`config.mk`:
```
export PLATFORM = sky130hd
export DESIGN_NAME = ordered_sequence_hash_64_top
export DESIGN_NICKNAME = d
export VERILOG_FILES = /design/src/hw/rtl/osh64_pkg.sv /design/src/hw/rtl/ordered_sequence_hash_64_top.sv
export VERILOG_INCLUDE_DIRS = /design/src /design/src/hw/rtl
export SDC_FILE = /design/constraint.sdc
export NUM_CORES = 2
export LEC_CHECK = 0
export BUFFER_PORTS_ARGS = -buffer_cell sky130_fd_sc_hd__buf_2
export CORE_MARGIN = 4
export CORE_UTILIZATION = 50
export CTS_CLUSTER_SIZE = 30
export DETAILED_ROUTE_END_ITERATION = 10
export GPL_ROUTABILITY_DRIVEN = 0
export PLACE_DENSITY = 0.68
export RECOVER_POWER = 25
export SLEW_MARGIN = 15
export SYNTH_ARGS = -nofsm -noshare
export SYNTH_HDL_FRONTEND = slang
export SYNTH_SLANG_ARGS = --single-unit
```
`constraint.sdc`:
```
create_clock -name clk -period 19.1 [get_ports clk]
set_input_delay 3.82 -clock clk [delete_from_list [all_inputs] [get_ports clk]]
set_output_delay 3.82 -clock clk [all_outputs]
set_load 0.05 [all_outputs]
```
`src/hw/rtl/assert_macros.svh`:
```
// ----------------------------------------------------------------------------
// assert_macros.svh
// Shared concurrent assertion macros, clocked on clk, disabled in reset.
// ----------------------------------------------------------------------------
`ifndef ASSERT_MACROS_SVH
`define ASSERT_MACROS_SVH

// same-cycle implication
`define ASSERT_SAME(label, ante, cons) \
  label: assert property (@(posedge clk) disable iff (!rst_n) (ante) |-> (cons)) \
    else $error("assertion failed");

// next-cycle implication
`define ASSERT_NEXT(label, ante, cons) \
  label: assert property (@(posedge clk) disable iff (!rst_n) (ante) |=> (cons)) \
    else $error("assertion failed");

`endif

```
`src/hw/rtl/osh64_pkg.sv`:
```
// ----------------------------------------------------------------------------
// osh64_pkg
// Constants for the ordered sequence hash.
// ----------------------------------------------------------------------------
package osh64_pkg;

  localparam int unsigned HASH_W = 64;
  localparam int unsigned HALF_W = 32;
  localparam int unsigned LEN_W  = 32;

  localparam logic [HASH_W-1:0] LCG_MUL = 64'd6364136223846793005;
  localparam logic [HASH_W-1:0] LCG_ADD = 64'd1442695040888963407;

  localparam logic [HALF_W-1:0] LCG_MUL_LO = LCG_MUL[HALF_W-1:0];
  localparam logic [HALF_W-1:0] LCG_MUL_HI = LCG_MUL[HASH_W-1:HALF_W];

  localparam int unsigned MIX_SH_A  = 21;
  localparam int unsigned MIX_SH_B  = 37;
  localparam int unsigned MIX_SH_C  = 4;
  localparam int unsigned JOIN_SH_A = 11;
  localparam int unsigned JOIN_SH_B = 8;
  localparam int unsigned JOIN_SH_C = 19;

  localparam logic CMD_START = 1'b0;
  localparam logic CMD_ELEM  = 1'b1;

endpackage

```
`src/hw/rtl/ordered_sequence_hash_64_top.sv`:
```
// ----------------------------------------------------------------------------
// ordered_sequence_hash_64_top
// Order-sensitive 64-bit hash over a stream of start and element words.
// ----------------------------------------------------------------------------
// A start word (cmd 0) loads the running hash with the mix of its length; an
// element word (cmd 1) mixes its 64-bit pattern and joins it into the running
// hash. Every input word yields one output word carrying the hash after it.
// Throughput is one word per cycle unless the input stalls. Each word passes
// through three register stages: one for the three 32x32 partial products of
// the LCG multiply, one for the product sum and xorshift, and the output
// register, which also holds the running hash fed back into the join. The
// input stalls only while out_stall holds a full pipe.
`include "assert_macros.svh"

module ordered_sequence_hash_64_top (
  input  logic                             clk,
  input  logic                             rst_n,
  input  logic                             in_valid,
  output logic                             in_stall,
  input  logic                             in_cmd,
  input  logic [osh64_pkg::LEN_W-1:0]      in_seq_length,
  input  logic [osh64_pkg::HASH_W-1:0]     in_element_bits,
  output logic                             out_valid,
  input  logic                             out_stall,
  output logic [osh64_pkg::HASH_W-1:0]     out_hash
);

  localparam int unsigned HW = osh64_pkg::HASH_W;
  localparam int unsigned LW = osh64_pkg::HALF_W;

  // stage 1: partial products
  logic          s1_v_r;
  logic          s1_cmd_r;
  logic [HW-1:0] s1_p0_r;
  logic [LW-1:0] s1_p1_r;
  logic [LW-1:0] s1_p2_r;

  // stage 2: mixed value
  logic          s2_v_r;
  logic          s2_cmd_r;
  logic [HW-1:0] s2_mix_r;

  // output / running hash
  logic          out_v_r;
  logic [HW-1:0] out_hash_r;

  logic s1_adv, s2_adv, out_free, in_take;

  assign out_free = !out_v_r || !out_stall;
  assign s2_adv   = s2_v_r && out_free;
  assign s1_adv   = s1_v_r && (!s2_v_r || s2_adv);
  assign in_stall = s1_v_r && !s1_adv;
  assign in_take  = in_valid && !in_stall;

  // stage 1 datapath; cross terms only need their low half
  logic [HW-1:0] src;
  logic [HW-1:0] pp0;
  logic [LW-1:0] pp1, pp2;

  always_comb begin
    if (in_cmd == osh64_pkg::CMD_START) begin
      src = {{(HW-osh64_pkg::LEN_W){1'b0}}, in_seq_length};
    end else begin
      src = in_element_bits;
    end
    pp0 = src[LW-1:0]  * osh64_pkg::LCG_MUL_LO;
    pp1 = src[LW-1:0]  * osh64_pkg::LCG_MUL_HI;
    pp2 = src[HW-1:LW] * osh64_pkg::LCG_MUL_LO;
  end

  // stage 2 datapath: product mod 2^64, add, xorshift
  logic [HW-1:0] lcg, x1, x2, x3;
  logic [LW-1:0] mid_sum;

  always_comb begin
    mid_sum = s1_p1_r + s1_p2_r;
    lcg     = s1_p0_r + {mid_sum, {LW{1'b0}}} + osh64_pkg::LCG_ADD;
    x1      = lcg ^ (lcg >> osh64_pkg::MIX_SH_A);
    x2      = x1 ^ (x1 << osh64_pkg::MIX_SH_B);
    x3      = x2 ^ (x2 >> osh64_pkg::MIX_SH_C);
  end

  // join into the running hash; t keeps the bits shifted past the half
  localparam int unsigned TW = LW + osh64_pkg::JOIN_SH_A;
  logic [LW-1:0] acc_hi, top;
  logic [TW-1:0] t1, t2;
  logic [HW-1:0] joined, hash_nxt;

  always_comb begin
    acc_hi = out_hash_r[HW-1:LW];
    t1     = {{osh64_pkg::JOIN_SH_A{1'b0}}, s2_mix_r[LW-1:0]};
    t1     = t1 ^ (t1 << osh64_pkg::JOIN_SH_A);
    t2     = t1 ^ (t1 >> osh64_pkg::JOIN_SH_B);
    top    = t2[LW-1:0] ^ acc_hi ^ (acc_hi >> osh64_pkg::JOIN_SH_C);
    joined = {top, acc_hi} ^ {out_hash_r[LW-1:0], s2_mix_r[HW-1:LW]};
    if (s2_cmd_r == osh64_pkg::CMD_START) begin
      hash_nxt = s2_mix_r;
    end else begin
      hash_nxt = joined;
    end
  end

  always_ff @(posedge clk) begin
    if (!rst_n) begin
      s1_v_r     <= 1'b0;
      s2_v_r     <= 1'b0;
      out_v_r    <= 1'b0;
      out_hash_r <= '0;
    end else begin
      if (!s1_v_r || s1_adv) begin
        s1_v_r <= in_take;
      end
      if (!s2_v_r || s2_adv) begin
        s2_v_r <= s1_adv;
      end
      if (out_free) begin
        out_v_r <= s2_adv;
      end
      if (s2_adv) begin
        out_hash_r <= hash_nxt;
      end
    end
  end

  always_ff @(posedge clk) begin
    if (in_take) begin
      s1_cmd_r <= in_cmd;
      s1_p0_r  <= pp0;
      s1_p1_r  <= pp1;
      s1_p2_r  <= pp2;
    end
    if (s1_adv) begin
      s2_cmd_r <= s1_cmd_r;
      s2_mix_r <= x3;
    end
  end

  assign out_valid = out_v_r;
  assign out_hash  = out_hash_r;

  `ASSERT_NEXT(a_take_fills_s1, in_valid && !in_stall, s1_v_r)
  `ASSERT_SAME(a_full_stalls, s1_v_r && s2_v_r && out_v_r && out_stall, in_stall)
  `ASSERT_NEXT(a_hash_holds, !s2_adv, $stable(out_hash_r))

endmodule

```
# After elaboration in Yosys (flattened, before gate mapping)
# Index checks and enable logic that the tools add are counted.
# totals
reg_bits,260
elab_cells,39
# op_classes
add_sub_neg,3
mul,3
muxes,2
bitwise,8
reduce_logical,13
# ops
cell,n
$mux 64,2
$xor 64x64->64,2
$add 63x64->64,1
$add 64x61->64 const B,1
$mul 32x31->32 const B,2
$xor 32x32->32,2
$xor 64x43->64,1
$xor 64x60->64,1
$mul 32x31->63 const B,1
$xor 32x40->40,1
$add 32x32->32,1
$xor 32x13->32,1
$logic_not 1->1,6
$logic_and 1x1->1,4
$logic_or 1x1->1,3

# Logic depth before layout (Yosys ltp)
# logic_depth
depth_word,9
mapped_depth,33
ltp_nobuf,30

# Worst setup path after synthesis
# OpenSTA, ideal clock, no wires.
# synth_timing
path_type,in2reg
start,in in_cmd
end,reg s1_p0_r[62] (data pin)
setup_ns,0.260
t_arrival_ns,12.328
required_ns,18.840
slack_ns,6.512
cell_stages,29
cell_sequence,clkbuf_1 -> clkbuf_1 -> buf_1 -> mux2i_1 -> inv_1 -> fa_1 -> fa_1 -> inv_1 -> fa_1 -> inv_1 -> fa_1 -> inv_1 -> fa_1 -> inv_1 -> fa_1 -> fa_1 -> fa_1 -> ha_1 -> a21o_1 -> a21o_1 -> a21o_1 -> a221oi_1 -> o221a_2 -> nand2_1 -> a221oi_1 -> o21ai_1 -> a221o_1 -> a21oi_1 -> xnor2_1
# synth_via
elab_chain_len,2
# synth_rtl
item,line,text
from (decl),ordered_sequence_hash_64_top.sv:20,"input logic in_cmd,"
$mux 64,ordered_sequence_hash_64_top.sv:61,if (in_cmd == osh64_pkg::CMD_START) begin
$mul 32x31->63,ordered_sequence_hash_64_top.sv:66,pp0 = src[LW-1:0] * osh64_pkg::LCG_MUL_LO;
named net pp0[62],ordered_sequence_hash_64_top.sv:57,logic [HW-1:0] pp0;
to (signal assigned),ordered_sequence_hash_64_top.sv:128,s1_p0_r <= pp0;
to (decl),ordered_sequence_hash_64_top.sv:34,logic [HW-1:0] s1_p0_r;
# The timed path passes the listed nets, and every way through them passes these cells.
# A chain may end at the register's enable or synchronous reset.

# Worst setup path after layout
# Same ends and word-level chain as after synthesis.

==> run_results.csv <==
group,metric,value,unit
timing,worst_slew_pin_slew,3.64,ns
global_routing,grt_pass1_wl,217,mm
timing,skew,0.0391,ns
floorplanning,core,101000,sq um
route,drc,0,
synth,ys_seq_elements,252,
floorplanning,die_width,327,um
synth,synth_edf_count,185,
timing,fmax,0.0697,GHz
setup_path,reg2reg_from,"s1_p1_r[0]$_DFFE_PP_",
clocking,h-tree-depth,1,
setup_path,cp.depth,28,
clocking,cts_root_buf,"clkbuf_16",
clocking,cts_buffer_depth,3,
placed_design,pre_cts_ws,5.38,ns
clocking,numCtsBuffers,29,
setup_path,start_kind,"primary input",
setup_path,endpoint_kind,"flop",
setup_path,crit_buf_inv,7,
clocking,clk_latency,0.60,ns
layout,drive_above_1_share,5.06,%
synth,yosysSeqAreaShare,13.5,%
floorplanning,start_util,50.6,%
global_routing,grt_max_degree,94,
layout,syn_to_final_growth,6.37,%
floorplanning,rows,116,
setup_path,reg2reg_to,"s2_mix_r[37]$_DFFE_PP_",
run_status,status,"finished, violations left",
setup_path,cp.required,19.41,ns
setup_path,cp_top_family,"adder cells",
layout,diodes,0,
route,vias_per_cell,5.35,
setup_path,slowest_stage,"clkbuf_1",
layout,multi_input_area,38700,sq um
placed_design,post-dp-hpwl,122,mm
synth,syn_area,50900,sq um
setup_path,reg2reg_depth,21,
synth,syn_inst,5039,
job,drv_cap,4,
synth,yosys.cell_types.count,89,
hold_path,hold_start,"s1_cmd_r$_DFFE_PP_",
setup_path,crit_path_frequent_cell,"fa_1",
setup_path,path_class,"in -> reg",
synth,async_flop_share,0,%
timing,rsz0062_at_grt,"no",
route,via_count,35100,
timing,worst_slack,4.75,ns
route,avgRoutedWirePerCell,21.3,um
synth,synthFlopType,"edfxtp_1",
layout,final_nets,6888,
floorplanning,ioPinCount,167,
run_status,violations,"max-capacitance violations, max-slew violations",
timing,layout_min_cycle_time,14.35,ns
clocking,ctsResizeCount,0,
synth,syn_nets,6754,
timing,finalHoldViolCount,0,
setup_path,cp_max_fo,35,
hold_path,holdPathStages,0,
global_routing,grt_pass1_vias,37100,
route,drt_pre_antenna_iters,5,
clocking,post-cts-setup-buffers,0,
timing,finalMaxSlewViolations,221,
setup_path,cp.arrival,14.67,ns
global_routing,grt_overflow,0,
global_routing,antenna_found_initial,0,
timing,fin_tns_setup,0,ns
setup_path,r2r_slack,12.18,ns
global_routing,groute.usage.overall,26.4,%
setup_path,cp_slowest_stage_delay,1.36,ns
timing,slew_headroom,-142,%
floorplanning,fp.dieH,327,um
synth,syn_avg_cell_area,10.1,sq um
layout,register_area,6900,sq um
timing,finalSetupViolations,0,
timing,period_share,75.1,%
layout,fillerInstances,8928,
clocking,cts.sinks,252,
route,wirelength,139,mm
clocking,cts_tree,"done",
hold_path,hp-class,"reg -> reg",
floorplanning,die_area,107000,sq um
route,drt_iter0_drc,2415,
hold_path,hold_end,"s2_cmd_r$_DFFE_PP_",
route,ant_nets,0,
synth,yosysWarnings,0,
clocking,clk_pin_slew,0.06,ns
placed_design,port_buffers,166,
clocking,holdBufCountCts,0,
-- final cells by class --
| class | count | share of cell area, % |
|---|---|---|
| Multi-Input combinational cell | 3391 | 71.5 |
| Sequential cell | 252 | 12.7 |
| Inverter | 1320 | 9.15 |
| Tap cell | 1357 | 3.13 |
| Timing Repair Buffer | 179 | 1.69 |
| Clock buffer | 34 | 1.37 |
| Clock inverter | 19 | 0.413 |
-- sequential cells by signal (all words and copies together) (netlist names) --
name and flops:
s1_p1_r 32, s1_cmd_r 1, out_hash 64, s2_cmd_r 1, out_valid 1, s1_p2_r 32, s1_p0_r 55, s2_v_r 1
s2_mix_r 64, s1_v_r 1
-- cells in the mapped netlist (27+ instances only) --
library cell  instances  area (sq um)
a21boi_0             36           270
a21o_1              109           818
a21oi_1             181           906
and2_1               39           244
and3_1               27           169
clkbuf_1             64           240
dfxtp_1              67          1340
edfxtp_1            185          5560
fa_1                812         16300
ha_1                802         10000
inv_1              1320          4950
mux2i_1              54           541
nand2_1             176           661
nand3_1              31           155
nor2_1              126           473
nor2b_1              33           206
o211ai_1             42           315
o21ai_0              63           315
o21bai_1             27           203
xnor2_1             414          3630
xor2_1              117          1020
-- through the flow --
stage          hold WS (ns)  cell area, sq um  util, %  cells
2_1_floorplan         0.400             50900        -   5039
3_3_place_gp          0.403             53300     53.0   6499
3_5_place_dp          0.415             53300     53.0   6499
4_1_cts               0.439             54300     53.9   6552
5_1_grt               0.448             54200     53.9   6552
6_report              0.433             54200     53.9   6552
-- worst register-to-register path: cells and delay by family (launching register included) --
| kind | cells | cell delay [ns] |
|---|---|---|
| buf+inv | 1 | 0.07 |
| fa+ha+maj | 4 | 1.46 |
| xor+xnor | 3 | 0.70 |
| compound gates | 11 | 3.55 |
| simple gates | 2 | 0.44 |
| flops | 1 | 0.50 |
-- worst max-delay path by stage --
stage | from | endpoint
finish | in_cmd | s1_p0_r[62]$_DFFE_PP_
global route | in_cmd | s1_p0_r[62]$_DFFE_PP_
CTS | in_cmd | s1_p0_r[62]$_DFFE_PP_
detailed placement | in_cmd | s1_p0_r[62]$_DFFE_PP_
global placement | in_cmd | s1_p0_r[62]$_DFFE_PP_
floorplan | in_cmd | s1_p0_r[62]$_DFFE_PP_
-- cells by family (layout without fill, tap and decap cells) --
group	Yosys count	count (layout)	share of synthesized area [%]
adder cells (fa/ha/maj)	1614	1614	51.6
buffers and inverters	1396	1552	10.3
AO/OA/AOI/OAI	636	636	8.53
XOR/XNOR	549	549	9.80
AND/OR/NAND/NOR	532	532	5.03
flip-flops	252	252	13.5
multiplexers	60	60	1.19
-- per-layer routing --
| layer | GRT usage [%] | wire (um) |
|---|---|---|
| met1 | 35.0 | 58400 |
| met2 | 43.5 | 64500 |
| met3 | 4.34 | 9600 |
| met4 | 10.2 | 6940 |
| met5 | 0 | 0 |
-- layout by cell type, fill, tap and decap left out, types with 21 or more instances in the layout --
master	count
edfxtp_1	185
fa_1	812
and2_1	34
nand4_1	21
a21boi_0	38
buf_2	163
xor2_1	118
dfxtp_1	67
nor2b_1	31
a211oi_1	22
clkbuf_16	29
and3_1	27
o211ai_1	42
nor2_1	126
nand3_1	31
o21ai_0	63
nand2_1	175
ha_1	802
xnor2_1	416
mux2i_1	54
a31oi_1	27
inv_1	1320
a21o_1	109
nor3_1	22
a21oi_1	182
o21bai_1	28
Power is not shown: default switching activity piles up to over one toggle a cycle in this logic, so the estimate is an artifact.
